## src/design/ring_fifo_with_match_update_top_macros.svh

```systemverilog
// assertion macros shared by the ring fifo rtl files
// relies on a clock named clk and an active-low reset named arst_n in the using module
`ifndef RING_FIFO_WITH_MATCH_UPDATE_TOP_MACROS_SVH
`define RING_FIFO_WITH_MATCH_UPDATE_TOP_MACROS_SVH

`ifndef NO_ASSERTIONS
// same-cycle implication
`define RFMU_ASSERT_IMP(lbl, ante, cons, msg) \
	lbl: assert property (@(posedge clk) disable iff (!arst_n) (ante) |-> (cons)) \
		else $error(msg);
// next-cycle implication
`define RFMU_ASSERT_NXT(lbl, ante, cons, msg) \
	lbl: assert property (@(posedge clk) disable iff (!arst_n) (ante) |=> (cons)) \
		else $error(msg);
`else
`define RFMU_ASSERT_IMP(lbl, ante, cons, msg)
`define RFMU_ASSERT_NXT(lbl, ante, cons, msg)
`endif

`endif

```

## src/design/rfmu_pkg.sv

```systemverilog
// shared codes and controller/datapath interface types for the ring fifo
// no dependencies
`default_nettype none

package rfmu_pkg;

	// action codes of an input transaction
	localparam logic [1:0] ACT_PUSH   = 2'd0;
	localparam logic [1:0] ACT_POP    = 2'd1;
	localparam logic [1:0] ACT_UPDATE = 2'd2;

	// status codes of a result transaction
	localparam logic [1:0] ST_DONE    = 2'd0;
	localparam logic [1:0] ST_FULL    = 2'd1;
	localparam logic [1:0] ST_EMPTY   = 2'd2;
	localparam logic [1:0] ST_MISSING = 2'd3;

	// commands from controller to datapath
	typedef struct packed {
		logic       capture;
		logic       do_push;
		logic       do_pop;
		logic       scan_start;
		logic       scan_step;
		logic       upd_write;
		logic       head_read;
		logic       status_wr;
		logic [1:0] status;
		logic       load_result;
	} dp_cmd_t;

	// status from datapath to controller
	typedef struct packed {
		logic empty;
		logic full;
		logic hit;
		logic last;
	} dp_stat_t;

endpackage

`default_nettype wire

```

## src/design/rfmu_ctrl.sv

```systemverilog
// ring fifo controller: sequences push, pop, search and result handoff
// depends on rfmu_pkg
`default_nettype none
`include "ring_fifo_with_match_update_top_macros.svh"

module rfmu_ctrl (
	input  wire logic               clk,
	input  wire logic               arst_n,
	input  wire logic               in_valid,
	output logic                    in_ready,
	input  wire logic [1:0]         action,
	output logic                    out_valid,
	input  wire logic               out_ready,
	input  wire rfmu_pkg::dp_stat_t stat,
	output rfmu_pkg::dp_cmd_t       cmd
);

	import rfmu_pkg::*;

	localparam logic [1:0] S_IDLE   = 2'd0;
	localparam logic [1:0] S_SEARCH = 2'd1;
	localparam logic [1:0] S_HEAD   = 2'd2;
	localparam logic [1:0] S_FIN    = 2'd3;

	logic [1:0] state_q, state_d;
	logic       out_valid_q;
	logic       accept;

	assign in_ready  = (state_q == S_IDLE);
	assign accept    = in_valid & in_ready;
	assign out_valid = out_valid_q;

	// next state and datapath commands
	always_comb begin
		cmd     = '0;
		state_d = state_q;
		unique case (state_q)
			S_IDLE: begin
				if (accept) begin
					cmd.capture   = 1'b1;
					cmd.status_wr = 1'b1;
					cmd.status    = ST_DONE;
					state_d       = S_HEAD;
					unique case (action)
						ACT_PUSH: begin
							if (stat.full) cmd.status = ST_FULL;
							else cmd.do_push = 1'b1;
						end
						ACT_POP: begin
							if (stat.empty) cmd.status = ST_EMPTY;
							else cmd.do_pop = 1'b1;
						end
						ACT_UPDATE: begin
							if (stat.empty) begin
								cmd.status = ST_EMPTY;
							end else begin
								cmd.scan_start = 1'b1;
								state_d        = S_SEARCH;
							end
						end
						default: ;
					endcase
				end
			end
			S_SEARCH: begin
				cmd.scan_step = 1'b1;
				if (stat.hit) begin
					cmd.upd_write = 1'b1;
					cmd.status_wr = 1'b1;
					cmd.status    = ST_DONE;
					state_d       = S_HEAD;
				end else if (stat.last) begin
					cmd.status_wr = 1'b1;
					cmd.status    = ST_MISSING;
					state_d       = S_HEAD;
				end
			end
			S_HEAD: begin
				cmd.head_read = 1'b1;
				state_d       = S_FIN;
			end
			S_FIN: begin
				if (!out_valid_q || out_ready) begin
					cmd.load_result = 1'b1;
					state_d         = S_IDLE;
				end
			end
		endcase
	end

	// state register
	always_ff @(posedge clk or negedge arst_n) begin
		if (!arst_n) begin
			state_q <= S_IDLE;
		end else begin
			state_q <= state_d;
		end
	end

	// result valid flag
	always_ff @(posedge clk or negedge arst_n) begin
		if (!arst_n) begin
			out_valid_q <= 1'b0;
		end else if (cmd.load_result) begin
			out_valid_q <= 1'b1;
		end else if (out_ready) begin
			out_valid_q <= 1'b0;
		end
	end

	`RFMU_ASSERT_IMP(a_no_overrun, cmd.load_result, !out_valid_q || out_ready, "result overrun")
	`RFMU_ASSERT_NXT(a_accept_busy, accept, state_q != S_IDLE, "accepted transaction dropped")
	`RFMU_ASSERT_NXT(a_fin_holds, (state_q == S_FIN) && !cmd.load_result, state_q == S_FIN,
		"result stage left without handoff")

endmodule

`default_nettype wire

```

## config.mk

```make
export PLATFORM = sky130hd
export DESIGN_NAME = rfmu_ctrl
export DESIGN_NICKNAME = d
export VERILOG_FILES = /design/src/design/rfmu_pkg.sv /design/src/design/rfmu_ctrl.sv
export VERILOG_INCLUDE_DIRS = /design/src /design/src/design
export SDC_FILE = /design/constraint.sdc
export NUM_CORES = 1
export LEC_CHECK = 0
export BUFFER_PORTS_ARGS = -buffer_cell sky130_fd_sc_hd__buf_2
export CAP_MARGIN = 15
export CORE_AREA = 2 2 39 41
export CTS_BUF_LIST = sky130_fd_sc_hd__clkbuf_16
export CTS_CLUSTER_SIZE = 25
export DETAILED_ROUTE_END_ITERATION = 7
export DIE_AREA = 0 0 41 43
export MAX_ROUTING_LAYER = met4
export PLACE_DENSITY = 0.7
export SYNTH_ARGS = -nofsm -noshare
export SYNTH_HDL_FRONTEND = slang
export SYNTH_SLANG_ARGS = --single-unit
```

## constraint.sdc

```tcl
create_clock -name clk -period 2.2 [get_ports clk]
set_clock_uncertainty 0.2 [all_clocks]
set_input_delay 0.22 -clock clk [delete_from_list [all_inputs] [get_ports clk]]
set_output_delay 0.22 -clock clk [all_outputs]
set_load 0.01 [all_outputs]
```

==> impl_metrics.ini, run 1 <==
[run_status]
status = finished clean

[logic_synthesis]
syn_nets = 64
netlist_instances = 45
synth_area_um2 = 403
yosysUniqueCellTypes = 21
synth_top_family_by_area = simple AND/OR/NAND/NOR gates
yosysWarnings = 0
synth_compound_area_frac = 0.130
yosys.area_share.adder = 0.280
synthMuxAreaShare = 0
synth_seq_area_share = 0.186
synth_seq_cells = 3
avgSynthCellArea_um2 = 8.95
synth-simple-area-share = 0.348
synth_xor_area_frac = 0

[cts]
post_cts_resize_count = 0
path_clk_slew_ns = 0.03
clock_latency_ns = 0.22
cts_max_path_buffers = 2
cts_buffers = 3
clockRootBuffer = clkbuf_16
clkSinkCount = 3
cts_tree = yes
htree_levels = 1

[power_and_ir_drop]
peakVddDrop_mv = 0.823
powerDensity_nw_per_um2 = 1250
power_leakage_nw = 0.365

[sta]
finalMaxSlewViolations = 0
rsz0062_at_grt = false
timing.final.ws_setup_ns = 0.336
worst_slew_pin_slew_ns = 0.230
fmax_mhz = 536
setup_viol_count_final = 0
fin_tns_setup_ns = 0
fin_crit_sh = 0.847
finalHoldViolCount = 0
max_slew_margin = 0.847
fin_crit_ns = 1.86

[setup_path]
cp.arrival_ns = 1.44
critPathLaunchType = register
crit_path_max_fanout = 5
required_ns = 1.78
end_kind = output pin
worstSetupPathType = register to output pin

[detailed_routing]
drt_pre_antenna_iters = 3
drtIter0Drc = 4
drc = 0
wl_um = 880
vias = 392
vias_per_cell = 4.45
drt.antenna.violating_nets = 0
wl_per_cell_um = 10.0

[grt]
grt_pass1_wl_mm = 1.49
busiest_layer = met2
overflow = 0
use_met3 = 0.0157
grtUsageTotal = 0.124
grt_util_met1 = 0.136
use_met2 = 0.206
grt_max_degree = 6
grt_pass1_vias = 384
antenna_found_initial = 0

[placement]
gp_congestion = 0.697
dp_hpwl_um = 729
io_buffers = 22
pre_cts_slack_ns = 0.543

[job]
maxCapViolations = 0

[hold_path]
hp-class = input pin to register

[layout]
utilization = 0.449
nets = 92
drive_gt1_frac = 0.431
n_antenna_cell = 0
area_growth_pct = 54.3

[floorplanning]
die_area_um2 = 1760
die_h_um = 43
start_util = 0.291
die_x_um = 41
num_rows = 14
core_um2 = 1380
io_pins = 23
## synthesized netlist by cell type (all sizes together)
cell type  number  area [um2]
inv             6        22.5
o22ai           1        12.5
nand3b          1        7.51
nand2           4        15.0
nor2            2        7.51
o21ai           3        15.0
nor3b           3        33.8
and3b           1        8.76
and2            2        13.8
o22a            1        8.76
a211o           1        8.76
nand3           1        5.00
dfrtp           3        75.1
ha              9         113
nor3            1        10.0
nor2b           1        8.76
o21bai          1        7.51
nand2b          3        18.8
or3             1        11.3
## state kept, by name (all words and copies together) (netlist names)
name	count
state_q	2
out_valid	1
## layout by cell type (no fill, tap or decap)
master and count:
a211o_1 1, and2_1 1, and2_2 1, and3b_1 1, buf_2 22, clkbuf_16 3, dfrtp_1 3, dlygate4sd3_1 1
ha_1 9, inv_1 7, nand2_1 4, nand2b_1 3, nand3_1 1, nand3b_1 1, nor2_1 2, nor2b_2 1
nor3_2 1, nor3b_1 2, nor3b_4 1, o21ai_0 3, o21bai_1 1, o22a_1 1, o22ai_2 1, or3_4 1
## layer usage
layer,vias up,part of all wire
met4,0,0
met2,12,0.54
li1,205,-
met1,175,0.41
met5,-,0
met3,0,0.052
## worst paths after layout
check	startpoint	end	slack, ns	cells past startpoint
max	state_q[0]$_DFFE_PN0P_	cmd[7]	0.34	5
min	out_ready	out_valid$_DFFE_PN0P_	0.09	3
max reg2reg	state_q[0]$_DFFE_PN0P_	state_q[1]$_DFFE_PN0P_	0.55	5
min reg2reg	out_valid$_DFFE_PN0P_	out_valid$_DFFE_PN0P_	0.33	2
max in group asynchronous	arst_n	state_q[0]$_DFFE_PN0P_	1.57	2
min in group asynchronous	arst_n	state_q[1]$_DFFE_PN0P_	0.12	2
## critical path, cell delays in order, from the launching register on
cell and delay [ns]:
dfrtp_1 0.40, inv_1 0.12, ha_1 0.21, nand2_1 0.13, nor3b_1 0.20, buf_2 0.15
## stage by stage
stage	hold WS (ns)	instances	area, um2	total power, mW
5_1_grt	0.111	88	622	0.844
2_1_floorplan	-0.276	45	403	0.380
6_report	0.0875	88	622	0.777
3_5_place_dp	-0.182	83	533	0.500
4_1_cts	0.0888	88	622	0.795
3_3_place_gp	-0.183	83	533	0.494
## where the power goes
group          total [mW]  switching (mW)  internal, mW
combinational       0.386           0.197         0.190
sequential          0.108          0.0232        0.0848
clock               0.283          0.0487         0.234
## logic make-up (layout without fill, tap and decap cells)
group / Yosys count / in the layout
and+or+nand+nor: 20 / 20
adders and majority gates: 9 / 9
AOI/OAI and AO/OA: 7 / 7
buffers and inverters: 6 / 33
DFF: 3 / 3
## layout make-up
| cell class | instances | area, um2 |
|---|---|---|
| fillers | 149 | 762 |
| multi-input cells | 36 | 305 |
| repair buffers | 23 | 120 |
| flip-flops and latches | 3 | 75.1 |
| clock buffers | 3 | 75.1 |
| inverters | 6 | 22.5 |
| well taps | 16 | 20.0 |
| clock inverters | 1 | 3.75 |
## timing repair
| item | in CTS | in global routing |
|---|---|---|
| hold buffers | 1 | 0 |
| endpoints found under the hold margin | 3 | 0 |
| buffers inserted | 0 | 0 |
Power figures use the tool's default switching activity.
==> inputs of run 2 (changes only) <==
==> constraint.sdc (replaced) <==
create_clock -name clk -period 1.8 [get_ports clk]
set_clock_uncertainty 0.2 [all_clocks]
set_input_delay 0.18 -clock clk [delete_from_list [all_inputs] [get_ports clk]]
set_output_delay 0.18 -clock clk [all_outputs]
set_load 0.01 [all_outputs]
==> run 2 against run 1 <==
Compared with the run above: design area is 3.6% higher; non-clock buffer count stayed put; final cell count stayed put; global-route usage is 1.0 points higher; flip-flop and latch count stayed put; routed wire length is 4.4% higher; utilization is 1.6 points higher; total power is 29% higher; sequential power is 28% higher; critical path depth stayed put; die area stayed put.
==> impl_metrics.ini, run 2 (synthesis results as in run 1) <==
[detailed_routing]
drc = 0
vias = 399
vias_per_cell = 4.53
drtIter0Drc = 5
wl_um = 919
drt_pre_antenna_iters = 3
wl_per_cell_um = 10.4
drt.antenna.violating_nets = 0

[hold_path]
hp-class = input pin to register
min_from = out_ready

[floorplanning]
start_util = 0.291
io_pins = 23
die_h_um = 43
die_area_um2 = 1760
die_x_um = 41
num_rows = 14
core_um2 = 1380

[cts]
cts_max_path_buffers = 2
clockRootBuffer = clkbuf_16
clkSinkCount = 3
htree_levels = 1
cts_setup_buffers = 0
clock_latency_ns = 0.23
path_clk_slew_ns = 0.03
cts_tree = yes
cts_buffers = 3

[setup_path]
setup.worst_path.start = state_q[0]$_DFFE_PN0P_
worstSetupPathType = register to output pin
cpPeakStageDelay_ns = 0.41
end_kind = output pin
cp.arrival_ns = 1.33
worst_r2r_startpoint = state_q[0]$_DFFE_PN0P_
crit_path_max_fanout = 5
required_ns = 1.42
path_cells = inv_2 -> ha_4 -> nand2_2 -> nor3b_1 -> buf_2
critPathLaunchType = register
critPathSlowestCell = dfrtp_1

[power_and_ir_drop]
peakVddDrop_mv = 0.866
p_total_mw = 0.999
powerDensity_nw_per_um2 = 1550
power_leakage_nw = 0.362

[layout]
utilization = 0.466
fillCellCount = 147
fin_cells = 88
nets = 92
register_area_um2 = 75.1
n_antenna_cell = 0
drive_gt1_frac = 0.514
multi_input_area_um2 = 328
largest_reg_flops = 2
finalInstanceArea_um2 = 644
largest-register = state_q
layout_common_cells = buf_2 (22), ha_1 (7), inv_1 (5)
final_common_cell = buf_2
area_growth_pct = 59.9

[sta]
whs_ns = 0.0380
fin_tns_setup_ns = 0
max_slew_margin = 0.843
fmax_mhz = 584
fin_crit_ns = 1.71
setup_viol_count_final = 0
finalMaxSlewViolations = 0
timing.final.ws_setup_ns = 0.0879
fin_crit_sh = 0.951
finalHoldViolCount = 0
worst_slew_pin_slew_ns = 0.234
rsz0062_at_grt = false

[placement]
dp_hpwl_um = 737
dp.cells = 83
io_buffers = 22
gp_congestion = 0.691
dpl_cell_area_um2 = 533
pre_cts_slack_ns = 0.138

[grt]
grt_pass1_vias = 398
grt_max_degree = 6
antenna_found_initial = 0
grtUsageTotal = 0.134
overflow = 0
grt_pass1_wl_mm = 1.48

[run_status]
status = finished clean

[job]
maxCapViolations = 0
==> run 2: changes by cell type in the layout (fill, tap and decap cells not counted), moves of 2 or more <==
cell,delta
ha_1,-2
o21ai_0,-2
inv_2,+2
inv_1,-2
o21ai_1,+2
==> run 2: repair_timing <==
item	4_1_cts	5_1_grt
hold buffers	1	0
cloned	0	0
gates resized for setup	4	5
setup endpoints to repair	3	4
hold endpoints to repair	3	0
==> run 2: critical path, delay by kind of cell (launching register included) <==
family	cells	cell delay, ns
buffers and inverters	2	0.26
DFF	1	0.41
and+or+nand+nor	2	0.27
adders and majority gates	1	0.16
==> run 2: final timing paths <==
kind                                                to  slack (ns)  cells after the start
worst min-delay path             out_valid$_DFFE_PN0P_        0.04                      3
worst min register to register   out_valid$_DFFE_PN0P_        0.33                      2
min in group asynchronous       state_q[0]$_DFFE_PN0P_        0.08                      2
worst max-delay path                            cmd[8]        0.09                      5
max in group asynchronous       state_q[1]$_DFFE_PN0P_        1.22                      2
worst max register to register  state_q[1]$_DFFE_PN0P_        0.22                      5
==> run 2: area by class of cell <==
| class | instances | share of cell area |
|---|---|---|
| Multi-Input combinational cell | 36 | 0.509 |
| Timing Repair Buffer | 23 | 0.186 |
| Sequential cell | 3 | 0.117 |
| Clock buffer | 3 | 0.117 |
| Inverter | 6 | 0.0350 |
| Tap cell | 16 | 0.0311 |
| Clock inverter | 1 | 0.00583 |
==> run 2: power breakdown <==
group / leakage [nW] / internal [mW] / switching, mW
clock: 0.0423 / 0.287 / 0.0640
combinational: 0.284 / 0.255 / 0.255
sequential: 0.0361 / 0.104 / 0.0346
==> run 2: metal layers <==
metal / routed length, um / global-route usage / vias to the layer above / share of wire
li1: - / - / 203 / -
met1: 371 / 0.136 / 178 / 0.40
met2: 470 / 0.200 / 14 / 0.51
met3: 47 / 0.0314 / 4 / 0.051
met4: 29 / 0.120 / 0 / 0.032
met5: 0 / - / - / 0
